### config.mk
export PLATFORM = sky130hd
export DESIGN_NAME = int8_dot_product_requantize
export DESIGN_NICKNAME = d
export VERILOG_FILES = /design/src/idpr_pkg.sv /design/src/idpr_ctrl.sv /design/src/idpr_dpath.sv /design/src/int8_dot_product_requantize.sv
export SDC_FILE = /design/constraint.sdc
export NUM_CORES = 2
export LEC_CHECK = 0
export BUFFER_PORTS_ARGS = -buffer_cell sky130_fd_sc_hd__buf_2
export CORE_ASPECT_RATIO = 1.2
export CORE_MARGIN = 5
export CORE_UTILIZATION = 49
export CTS_BUF_LIST = sky130_fd_sc_hd__clkbuf_4 sky130_fd_sc_hd__clkbuf_8 sky130_fd_sc_hd__clkbuf_16
export DETAILED_ROUTE_END_ITERATION = 16
export PLACE_DENSITY_LB_ADDON = 0.2
export SLEW_MARGIN = 20
export SYNTH_ARGS = -nofsm -noshare
export SYNTH_HDL_FRONTEND = slang
export SYNTH_SLANG_ARGS = --single-unit
### constraint.sdc
create_clock -name clk -period 17.64 [get_ports clk]
set_clock_uncertainty 0.05 [all_clocks]
set_input_delay 2.646 -clock clk [delete_from_list [all_inputs] [get_ports clk]]
set_output_delay 2.646 -clock clk [all_outputs]
set_load 0.01 [all_outputs]
### src/idpr_pkg.sv
package idpr_pkg;

  localparam int unsigned ACC_W   = 32;
  localparam int unsigned PROD_W  = 64;
  localparam int unsigned DATA_W  = 8;
  localparam int unsigned SHIFT_W = 6;
  localparam int unsigned CFG_IDX_W = 2;

  // config register indexes
  localparam logic [CFG_IDX_W-1:0] REG_RESULT_OFFSET = 2'd0;
  localparam logic [CFG_IDX_W-1:0] REG_CLAMP_LOW     = 2'd1;
  localparam logic [CFG_IDX_W-1:0] REG_CLAMP_HIGH    = 2'd2;

  localparam logic signed [DATA_W-1:0] RESULT_OFFSET_RST = 8'sd0;
  localparam logic signed [DATA_W-1:0] CLAMP_LOW_RST     = -8'sd128;
  localparam logic signed [DATA_W-1:0] CLAMP_HIGH_RST    = 8'sd127;

  // rounding term of the q31 high product
  localparam logic signed [PROD_W-1:0] RND_HALF = 64'sh0000_0000_4000_0000;

  typedef enum logic [2:0] {
    ST_ACC,
    ST_MUL,
    ST_RND,
    ST_SHF,
    ST_FIN
  } state_t;

  typedef struct packed {
    logic acc_en;
    logic load_last;
    logic mul_en;
    logic rnd_en;
    logic shf_en;
    logic out_load;
  } cmd_t;

  typedef struct packed {
    logic out_free;
  } sts_t;

endpackage

### src/idpr_ctrl.sv
module idpr_ctrl (
  input  logic            clk,
  input  logic            rst_n,
  input  logic            in_valid,
  input  logic            in_last_element,
  output logic            in_stall,
  input  idpr_pkg::sts_t  sts,
  output idpr_pkg::cmd_t  cmd
);
  import idpr_pkg::*;

  state_t state_r;
  state_t state_nxt;
  logic   accept;

  assign accept = in_valid && !in_stall;

  always_ff @(posedge clk) begin
    if (!rst_n) begin
      state_r <= ST_ACC;
    end else begin
      state_r <= state_nxt;
    end
  end

  always_comb begin
    state_nxt = state_r;
    case (state_r)
      ST_ACC: begin
        if (accept && in_last_element) state_nxt = ST_MUL;
      end
      ST_MUL: state_nxt = ST_RND;
      ST_RND: state_nxt = ST_SHF;
      ST_SHF: state_nxt = ST_FIN;
      ST_FIN: begin
        if (sts.out_free) state_nxt = ST_ACC;
      end
      default: state_nxt = ST_ACC;
    endcase
  end

  always_comb begin
    cmd      = '0;
    in_stall = 1'b1;
    case (state_r)
      ST_ACC: begin
        in_stall      = 1'b0;
        cmd.acc_en    = accept && !in_last_element;
        cmd.load_last = accept && in_last_element;
      end
      ST_MUL: cmd.mul_en = 1'b1;
      ST_RND: cmd.rnd_en = 1'b1;
      ST_SHF: cmd.shf_en = 1'b1;
      ST_FIN: cmd.out_load = sts.out_free;
      default: in_stall = 1'b1;
    endcase
  end

`ifndef SYNTHESIS
  a_cmd_onehot: assert property (@(posedge clk) disable iff (!rst_n)
    $onehot0({cmd.acc_en, cmd.load_last, cmd.mul_en, cmd.rnd_en, cmd.shf_en, cmd.out_load}))
    else $error("more than one datapath command at once");

  a_last_to_mul: assert property (@(posedge clk) disable iff (!rst_n)
    cmd.load_last |=> cmd.mul_en ##1 cmd.rnd_en ##1 cmd.shf_en)
    else $error("requantize sequence broken");

  a_no_take_busy: assert property (@(posedge clk) disable iff (!rst_n)
    (cmd.mul_en || cmd.rnd_en || cmd.shf_en) |-> in_stall)
    else $error("input taken while requantizing");
`endif

endmodule

### src/idpr_dpath.sv
module idpr_dpath (
  input  logic                                   clk,
  input  logic                                   rst_n,
  input  idpr_pkg::cmd_t                         cmd,
  output idpr_pkg::sts_t                         sts,
  input  logic signed [idpr_pkg::DATA_W-1:0]     in_act_value,
  input  logic signed [idpr_pkg::DATA_W-1:0]     in_weight_value,
  input  logic signed [idpr_pkg::ACC_W-1:0]      in_channel_bias,
  input  logic signed [idpr_pkg::ACC_W-1:0]      in_channel_multiplier,
  input  logic signed [idpr_pkg::SHIFT_W-1:0]    in_channel_shift,
  input  logic                                   cfg_we,
  input  logic [idpr_pkg::CFG_IDX_W-1:0]         cfg_index,
  input  logic [idpr_pkg::DATA_W-1:0]            cfg_data,
  output logic                                   out_valid,
  input  logic                                   out_stall,
  output logic signed [idpr_pkg::DATA_W-1:0]     out_value
);
  import idpr_pkg::*;

  logic        [ACC_W-1:0]          acc_r;
  logic signed [ACC_W-1:0]          sum_r;
  logic signed [ACC_W-1:0]          mult_r;
  logic signed [SHIFT_W-1:0]        shift_r;
  logic signed [PROD_W-1:0]         prod_r;
  logic signed [ACC_W-1:0]          scaled_r;
  logic signed [ACC_W-1:0]          shifted_r;
  logic signed [DATA_W-1:0]         out_value_r;
  logic                             out_valid_r;
  logic signed [DATA_W-1:0]         offset_r;
  logic signed [DATA_W-1:0]         clamp_low_r;
  logic signed [DATA_W-1:0]         clamp_high_r;

  logic signed [2*DATA_W-1:0]       mac_prod;
  logic        [ACC_W-1:0]          mac_ext;
  logic        [ACC_W-1:0]          acc_sum;
  logic signed [PROD_W-1:0]         mul_full;
  logic signed [PROD_W-1:0]         rnd_full;
  logic                             sh_right;
  logic        [ACC_W-1:0]          half;
  logic signed [ACC_W-1:0]          rnd_in;
  logic        [SHIFT_W-1:0]        left_n;
  logic signed [ACC_W-1:0]          shf_val;
  logic signed [ACC_W-1:0]          off_sum;
  logic signed [ACC_W-1:0]          lo_ext;
  logic signed [ACC_W-1:0]          hi_ext;
  logic signed [ACC_W-1:0]          clamped;

  assign mac_prod = in_act_value * in_weight_value;
  assign mac_ext  = {{(ACC_W-2*DATA_W){mac_prod[2*DATA_W-1]}}, mac_prod};
  assign acc_sum  = acc_r + mac_ext;
  assign mul_full = sum_r * mult_r;
  assign rnd_full = prod_r + RND_HALF;

  // rounding right shift for positive shift, plain left shift otherwise
  always_comb begin
    sh_right = !shift_r[SHIFT_W-1] && (shift_r != '0);
    half     = {{(ACC_W-1){1'b0}}, 1'b1} << (shift_r[4:0] - 5'd1);
    rnd_in   = scaled_r + half;
    left_n   = '0 - shift_r;
    if (sh_right) begin
      shf_val = rnd_in >>> shift_r[4:0];
    end else if (left_n[SHIFT_W-1]) begin
      shf_val = '0;
    end else begin
      shf_val = scaled_r << left_n[4:0];
    end
  end

  // low clamp first, then high, so crossed limits give clamp_high
  always_comb begin
    off_sum = shifted_r + {{(ACC_W-DATA_W){offset_r[DATA_W-1]}}, offset_r};
    lo_ext  = {{(ACC_W-DATA_W){clamp_low_r[DATA_W-1]}}, clamp_low_r};
    hi_ext  = {{(ACC_W-DATA_W){clamp_high_r[DATA_W-1]}}, clamp_high_r};
    clamped = off_sum;
    if (clamped < lo_ext) clamped = lo_ext;
    if (clamped > hi_ext) clamped = hi_ext;
  end

  always_ff @(posedge clk) begin
    if (!rst_n) begin
      acc_r        <= '0;
      out_valid_r  <= 1'b0;
      offset_r     <= RESULT_OFFSET_RST;
      clamp_low_r  <= CLAMP_LOW_RST;
      clamp_high_r <= CLAMP_HIGH_RST;
    end else begin
      if (cmd.acc_en) begin
        acc_r <= acc_sum;
      end else if (cmd.load_last) begin
        acc_r <= '0;
      end
      if (cmd.out_load) begin
        out_valid_r <= 1'b1;
      end else if (!out_stall) begin
        out_valid_r <= 1'b0;
      end
      if (cfg_we) begin
        case (cfg_index)
          REG_RESULT_OFFSET: offset_r     <= cfg_data;
          REG_CLAMP_LOW:     clamp_low_r  <= cfg_data;
          REG_CLAMP_HIGH:    clamp_high_r <= cfg_data;
          default: ;
        endcase
      end
    end
  end

  always_ff @(posedge clk) begin
    if (cmd.load_last) begin
      sum_r   <= acc_sum + in_channel_bias;
      mult_r  <= in_channel_multiplier;
      shift_r <= in_channel_shift;
    end
    if (cmd.mul_en)   prod_r      <= mul_full;
    if (cmd.rnd_en)   scaled_r    <= rnd_full[62:31];
    if (cmd.shf_en)   shifted_r   <= shf_val;
    if (cmd.out_load) out_value_r <= clamped[DATA_W-1:0];
  end

  assign sts.out_free = !out_valid_r || !out_stall;
  assign out_valid    = out_valid_r;
  assign out_value    = out_value_r;

`ifndef SYNTHESIS
  a_acc_clear: assert property (@(posedge clk) disable iff (!rst_n)
    cmd.load_last |=> acc_r == '0)
    else $error("accumulator not cleared after last element");

  a_load_shows: assert property (@(posedge clk) disable iff (!rst_n)
    cmd.out_load |=> out_valid_r)
    else $error("result load lost");

  a_no_overwrite: assert property (@(posedge clk) disable iff (!rst_n)
    (out_valid_r && out_stall) |-> !cmd.out_load)
    else $error("waiting result overwritten");
`endif

endmodule

### src/int8_dot_product_requantize.sv
// int8 dot product with per-channel requantization.
// input channel: in_valid / in_stall with one activation/weight pair per
// transaction; in_last_element closes the dot product and carries the
// channel bias, q31 multiplier and signed shift.
// elements that are not last are accumulated at one per cycle while in_stall is low.
// a last element is taken in the accumulate step and then runs four
// requantize steps (32x32 multiply, rounding, shift, offset and clamp),
// during which in_stall is high. out_valid is set from a register that
// the offset and clamp step loads once the output register is free.
// output channel: out_valid / out_stall with one int8 out_value per
// transaction, held in an output register; when the receiver stalls the
// block keeps accumulating new elements and only holds a finished last
// element until the register frees.
// config channel: cfg_valid / cfg_ready (always ready), cfg_index 0 sets
// the result offset, 1 the low clamp, 2 the high clamp; index 3 is ignored.
// write config only while idle.
// reset (rst_n low, synchronous) clears the accumulator, drops out_valid and
// restores offset 0 and clamps -128..127.
module int8_dot_product_requantize (
  input  logic                                   clk,
  input  logic                                   rst_n,
  input  logic                                   in_valid,
  output logic                                   in_stall,
  input  logic signed [idpr_pkg::DATA_W-1:0]     in_act_value,
  input  logic signed [idpr_pkg::DATA_W-1:0]     in_weight_value,
  input  logic                                   in_last_element,
  input  logic signed [idpr_pkg::ACC_W-1:0]      in_channel_bias,
  input  logic signed [idpr_pkg::ACC_W-1:0]      in_channel_multiplier,
  input  logic signed [idpr_pkg::SHIFT_W-1:0]    in_channel_shift,
  output logic                                   out_valid,
  input  logic                                   out_stall,
  output logic signed [idpr_pkg::DATA_W-1:0]     out_value,
  input  logic                                   cfg_valid,
  output logic                                   cfg_ready,
  input  logic [idpr_pkg::CFG_IDX_W-1:0]         cfg_index,
  input  logic [idpr_pkg::DATA_W-1:0]            cfg_data
);
  import idpr_pkg::*;

  cmd_t cmd;
  sts_t sts;

  assign cfg_ready = 1'b1;

  idpr_ctrl u_ctrl (
    .clk             (clk),
    .rst_n           (rst_n),
    .in_valid        (in_valid),
    .in_last_element (in_last_element),
    .in_stall        (in_stall),
    .sts             (sts),
    .cmd             (cmd)
  );

  idpr_dpath u_dpath (
    .clk                   (clk),
    .rst_n                 (rst_n),
    .cmd                   (cmd),
    .sts                   (sts),
    .in_act_value          (in_act_value),
    .in_weight_value       (in_weight_value),
    .in_channel_bias       (in_channel_bias),
    .in_channel_multiplier (in_channel_multiplier),
    .in_channel_shift      (in_channel_shift),
    .cfg_we                (cfg_valid && cfg_ready),
    .cfg_index             (cfg_index),
    .cfg_data              (cfg_data),
    .out_valid             (out_valid),
    .out_stall             (out_stall),
    .out_value             (out_value)
  );

endmodule
Word level (Yosys, flattened, before mapping)
Index checks and enable logic that the tools add are counted.

Logic and storage cells: 70. Output and inout bits: 11. Flip-flop bits (word level): 265. Bits of input ports: 102.

Magnitude comparators: 2. Multipliers: 2. Add/sub/neg operators: 7. Shifts and indexed selects: 3. Reductions and logical operators: 17. Muxes and demuxes: 17. Equal/unequal tests: 9.

Operators by type and width (number): 32-bit two-way mux (5); 32-bit adder (4); 63-bit by 32-bit adder with 63-bit output, second input constant (1); 32-bit by 32-bit multiplier with 63-bit output (1); 32-bit by 8-bit > comparator with 1-bit output (1); 32-bit by 8-bit < comparator with 1-bit output (1); 1-bit by 5-bit << shifter with 32-bit output, first input constant (1); 32-bit by 5-bit << shifter with 32-bit output (1); 32-bit by 5-bit >>> shifter with 32-bit output (1); 8-bit by 8-bit multiplier with 16-bit output (1); 3-bit one-hot mux with 5 select lines (1); 8-bit two-way mux (1); 2-bit AND reduction (4); 1-bit two-way mux (7); 3-bit by 2-bit equality test with 1-bit output, second input constant (2); 3-bit two-way mux (2); 6-bit nonzero test (1); 1-bit by 6-bit subtractor with 6-bit output, first input constant (1); 5-bit by 1-bit subtractor with 5-bit output, second input constant (1); 1-bit logical AND (4); 1-bit zero test (4); 2-bit by 1-bit != test with 1-bit output, second input constant (2); 3-bit by 1-bit equality test with 1-bit output, second input constant (1); 3-bit equality test, second input constant (1); 8 further kinds (8).

Depth between registers and ports, before layout
Word-level depth: 6. Gate-level depth with buffers: 39. Gate-level depth less buffers: 39.

Hierarchy
Synthesis repeated with hierarchy kept, for this count alone.

Cell total of the unflattened synthesis: 6274. Area total of the unflattened synthesis: 57381.3 um^2.

By module, submodules not included: idpr_dpath (seq. area each 6396.1 um^2, cells an instance 6254, area each 57187.3 um^2, times used 1); idpr_ctrl (seq. area each 60.1 um^2, cells an instance 18, area each 182.7 um^2, times used 1); int8_dot_product_requantize (seq. area each 0.0 um^2, cells an instance 2, area each 11.3 um^2, times used 1).

Worst setup path before layout
Ideal clock, no wire load.

Kind: input to register. Start point: in in_act_value[7] (netlist name). End point: reg u_dpath.sum_r[30] (data pin). Path buffers: 1. Library setup time: 262 ps. Stages: 36. Data arrival time: 9775 ps. Setup slack: 7553 ps. Required time: 17328 ps. Cell sequence: and2_1 ha_1 inv_1 fa_1 inv_1 fa_1 inv_1 fa_1 inv_1 ha_1 or3_1 o21ai_0 a21oi_1 a41o_1 o41ai_1 xnor2_1 ha_1 clkbuf_1 nand4_1 a21oi_1 and3_1 a21boi_0 nor4_1 nor2_1 o21a_1 nor2_1 xnor2_1 ha_1 o21a_1 nor2_1 nand4b_1 o22ai_1 nand2_1 a31oi_1 mux2i_1 nand3_1.

Cells in the longest elaborated chain, start to end: 3.

Ends and longest elaborated chain: start: declaration (line int8_dot_product_requantize.sv:24) `input logic signed [idpr_pkg::DATA_W-1:0] in_act_value,`; 8-bit by 8-bit multiplier with 16-bit output (line idpr_dpath.sv:48) `assign mac_prod = in_act_value * in_weight_value;`; 32-bit adder (line idpr_dpath.sv:50) `assign acc_sum = acc_r + mac_ext;`; 32-bit adder (line idpr_dpath.sv:110) `sum_r <= acc_sum + in_channel_bias;`; end signal: assignment (line idpr_dpath.sv:110); end: declaration (line idpr_dpath.sv:21) `logic signed [ACC_W-1:0] sum_r;`.

Every way passes these cells. A chain may end at the register's enable or synchronous reset.

Worst setup path after layout
Start point: in in_act_value[5] (netlist name). End point: reg u_dpath.sum_r[30] (data pin).

The elaborated chain is that of the path after synthesis.

==> impl_metrics.ini <==
[worst_setup_path]
arrival_ns = 10.49
r2r_slack_ns = 8.29
cp.required_ns = 17.91
critPathKind = input port to flip-flop
path_max_fanout = 8
cp_slowest_stage_delay_ns = 0.53
reg2reg_depth = 27
r2r-start = u_dpath.mult_r[10]
end_kind = flip-flop
startpoint_type = input port
rr_endpoint = u_dpath.prod_r[58]
crit_slowest_cell = fa_1
startpoint = in_act_value[5]

[yosys]
synthArstFlopShare_pct = 0
yosys_warnings = 0
synthTopCellsByCount = inv_1 (1259), fa_1 (1131), nand2_1 (938), ha_1 (405), and2_1 (302)
synth_most_common_cell = inv_1
synth_ff_type = edfxtp_1
synth-seq-cells = 235
synth.distinct_cells = 103
seq_area_frac_synth_pct = 11.3
synthTopCellsByArea = fa_1 (40%), edfxtp_1 (9.2%), ha_1 (8.9%)
synthesis.nets = 7866
synth_area_sq_mm = 0.0571
synth_area_leader_cell = fa_1
synth_edf_count = 175
synth.top_cell.area_share_pct = 39.6
syn_avg_cell_area_sq_um = 9.18
syn_inst = 6228

[clocking]
cts_buffers = 34
cts_num_sinks = 235
ctsHoldBuffers = 0
cts_tree = built
postCtsResizedCells = 0
cts_buffer_depth = 3
postCtsSetupBuffers = 0
cts-htree-levels = 2
clkSlewWorstSetupHoldPaths_ns = 0.05
cts_root_buf = clkbuf_16
clk_latency_ns = 0.60

[placed_design]
placed_area_sq_mm = 0.0591
port_buffers = 111
gp_congestion = 0.918
dp_hpwl_mm = 123

[min_path]
whs_path_depth = 2
hold_class = flip-flop to flip-flop
hp-start = u_dpath.acc_r[30]
hold_end = u_dpath.acc_r[30]

[floorplan]
core_area_sq_mm = 0.116
die_height_um = 384
io_pins = 113
die_area_sq_mm = 0.124
rows = 137
start_util_pct = 49.2
die_w_um = 322

[detailed_routing]
num_vias = 42751
totalWireLength_mm = 155
dr.pass1.iters = 5
postRouteAntennaNets = 0
drc = 0
wire_per_inst_um = 20.1
drt_iter0_drc = 2342
via_per_inst = 5.52

[global_route]
grt_busiest_layer = met2
use_met3_pct = 2.95
grt_pass1_vias = 46066
grt_pass1_wl_mm = 250
gr-total-overflow = 0
grt_use_met1_pct = 30.8
grtUsageMet2_pct = 47.4
grt_max_degree = 70
grt_antenna_before_repair = 9
track_usage_pct = 25.5

[sta]
slew_viol_final = 0
layout_worst_path_cycle_share_pct = 57.9
setup_violations = 0
setup_tns_ns = 0
relSlewSlack_pct = 27.1
rsz0062_at_grt = no
hold_viol = 0
fmax_mhz = 97.9
tightestPinTransition_ns = 1.09
finalCriticalPeriod_ns = 10.22

[status]
status = completed

[cells_and_area]
fin_nets = 7827
area_growth_pct = 5.42
drive_above_1_share_pct = 5.74
design_area_sq_mm = 0.0602

[flow_run]
maxCapViolCount = 0
routing by layer:
layer  part of all wire, %  vias to the layer above
met2                    52                     1192
met4                   3.8                        8
met3                   4.8                      333
met5                 0.035                        -
met1                    39                    21868
li1                      -                    19350
cells in the final DEF, fill, tap and decap left out, types with 32 or more instances in the layout:
master | netlist | layout
xnor2_1 | 154 | 153
nor3_1 | 43 | 42
a211oi_1 | 41 | 41
nand2b_1 | 59 | 59
xor2_1 | 58 | 58
inv_1 | 1259 | 1258
nor2b_1 | 37 | 37
clkbuf_16 | 0 | 34
dfxtp_1 | 60 | 60
mux2i_1 | 85 | 85
fa_1 | 1131 | 1131
a21oi_1 | 204 | 204
buf_4 | 3 | 94
edfxtp_1 | 175 | 175
nand4_1 | 32 | 32
buf_2 | 8 | 111
o21ai_0 | 98 | 98
a21o_1 | 125 | 125
ha_1 | 405 | 405
and2_1 | 302 | 302
nor2_1 | 234 | 232
o21a_1 | 35 | 35
nand3_1 | 57 | 57
nand2_1 | 938 | 938
how the worst max path moves through the flow:
stage	slack [ns]	cells after the start	endpoint
2_1_floorplan	7.55	36	u_dpath.sum_r[30]
3_3_place_gp	6.84	39	u_dpath.sum_r[30]
3_5_place_dp	6.77	39	u_dpath.sum_r[30]
4_1_cts	7.38	39	u_dpath.sum_r[30]
5_1_grt	6.82	39	u_dpath.sum_r[30]
6_report	7.42	39	u_dpath.sum_r[30]
cells by family (layout without fill, tap and decap cells):
| kind of cell | after synthesis | count (layout) | synth area share [%] |
|---|---|---|---|
| fa+ha+maj | 1536 | 1536 | 48.5 |
| buf+inv | 1543 | 1530 | 10.5 |
| simple gates | 1791 | 1791 | 14.4 |
| xor+xnor | 216 | 216 | 3.38 |
| other cells | 1 | 7 | 0.00656 |
| flops | 235 | 235 | 11.3 |
| compound gates | 778 | 778 | 9.25 |
| mux | 128 | 128 | 2.67 |
flip-flops by register name, indices dropped and copies added, names as in the netlist:
| signal | cells |
|---|---|
| u_dpath.clamp_low_r | 8 |
| u_dpath.offset_r | 8 |
| u_dpath.prod_r | 33 |
| u_dpath.shifted_r | 32 |
| u_dpath.mult_r | 32 |
| u_dpath.clamp_high_r | 8 |
| u_dpath.out_value | 8 |
| u_dpath.acc_r | 32 |
| u_ctrl.state_r | 3 |
| u_dpath.out_valid | 1 |
| u_dpath.sum_r | 32 |
| u_dpath.scaled_r | 32 |
| u_dpath.shift_r | 6 |
worst max-delay path, delay by kind of cell:
family                     cells  cell delay (ns)
AOI/OAI and AO/OA             12             2.43
muxes                          1             0.22
buffers and inverters          5             0.33
xor gates and xnor gates       2             0.28
and+or+nand+nor               12             1.60
adders and majority gates      7             2.98
metrics by stage:
stage               hold slack, ns  setup WS (ns)  util (%)  std cells
floorplan                    0.384           7.55         -       6228
global placement             0.398           6.84      50.9       7682
detailed placement           0.409           6.77      50.9       7682
CTS                          0.416           7.38      51.9       7744
global route                 0.420           6.82      51.9       7744
finish                       0.414           7.42      51.9       7750
final cells by class:
cell class,instances,area (sq um)
clock buffers,43,918
repair buffers,205,1260
flip-flops and latches,235,6460
diodes,6,15.0
clock inverters,19,214
inverters,1263,4740
multi-input cells,4450,44700
well taps,1529,1910
fillers,10776,55800
Power is left out: the tool's default activity adds up to more than one toggle a clock period on the data nets, which glitch-free logic cannot reach.
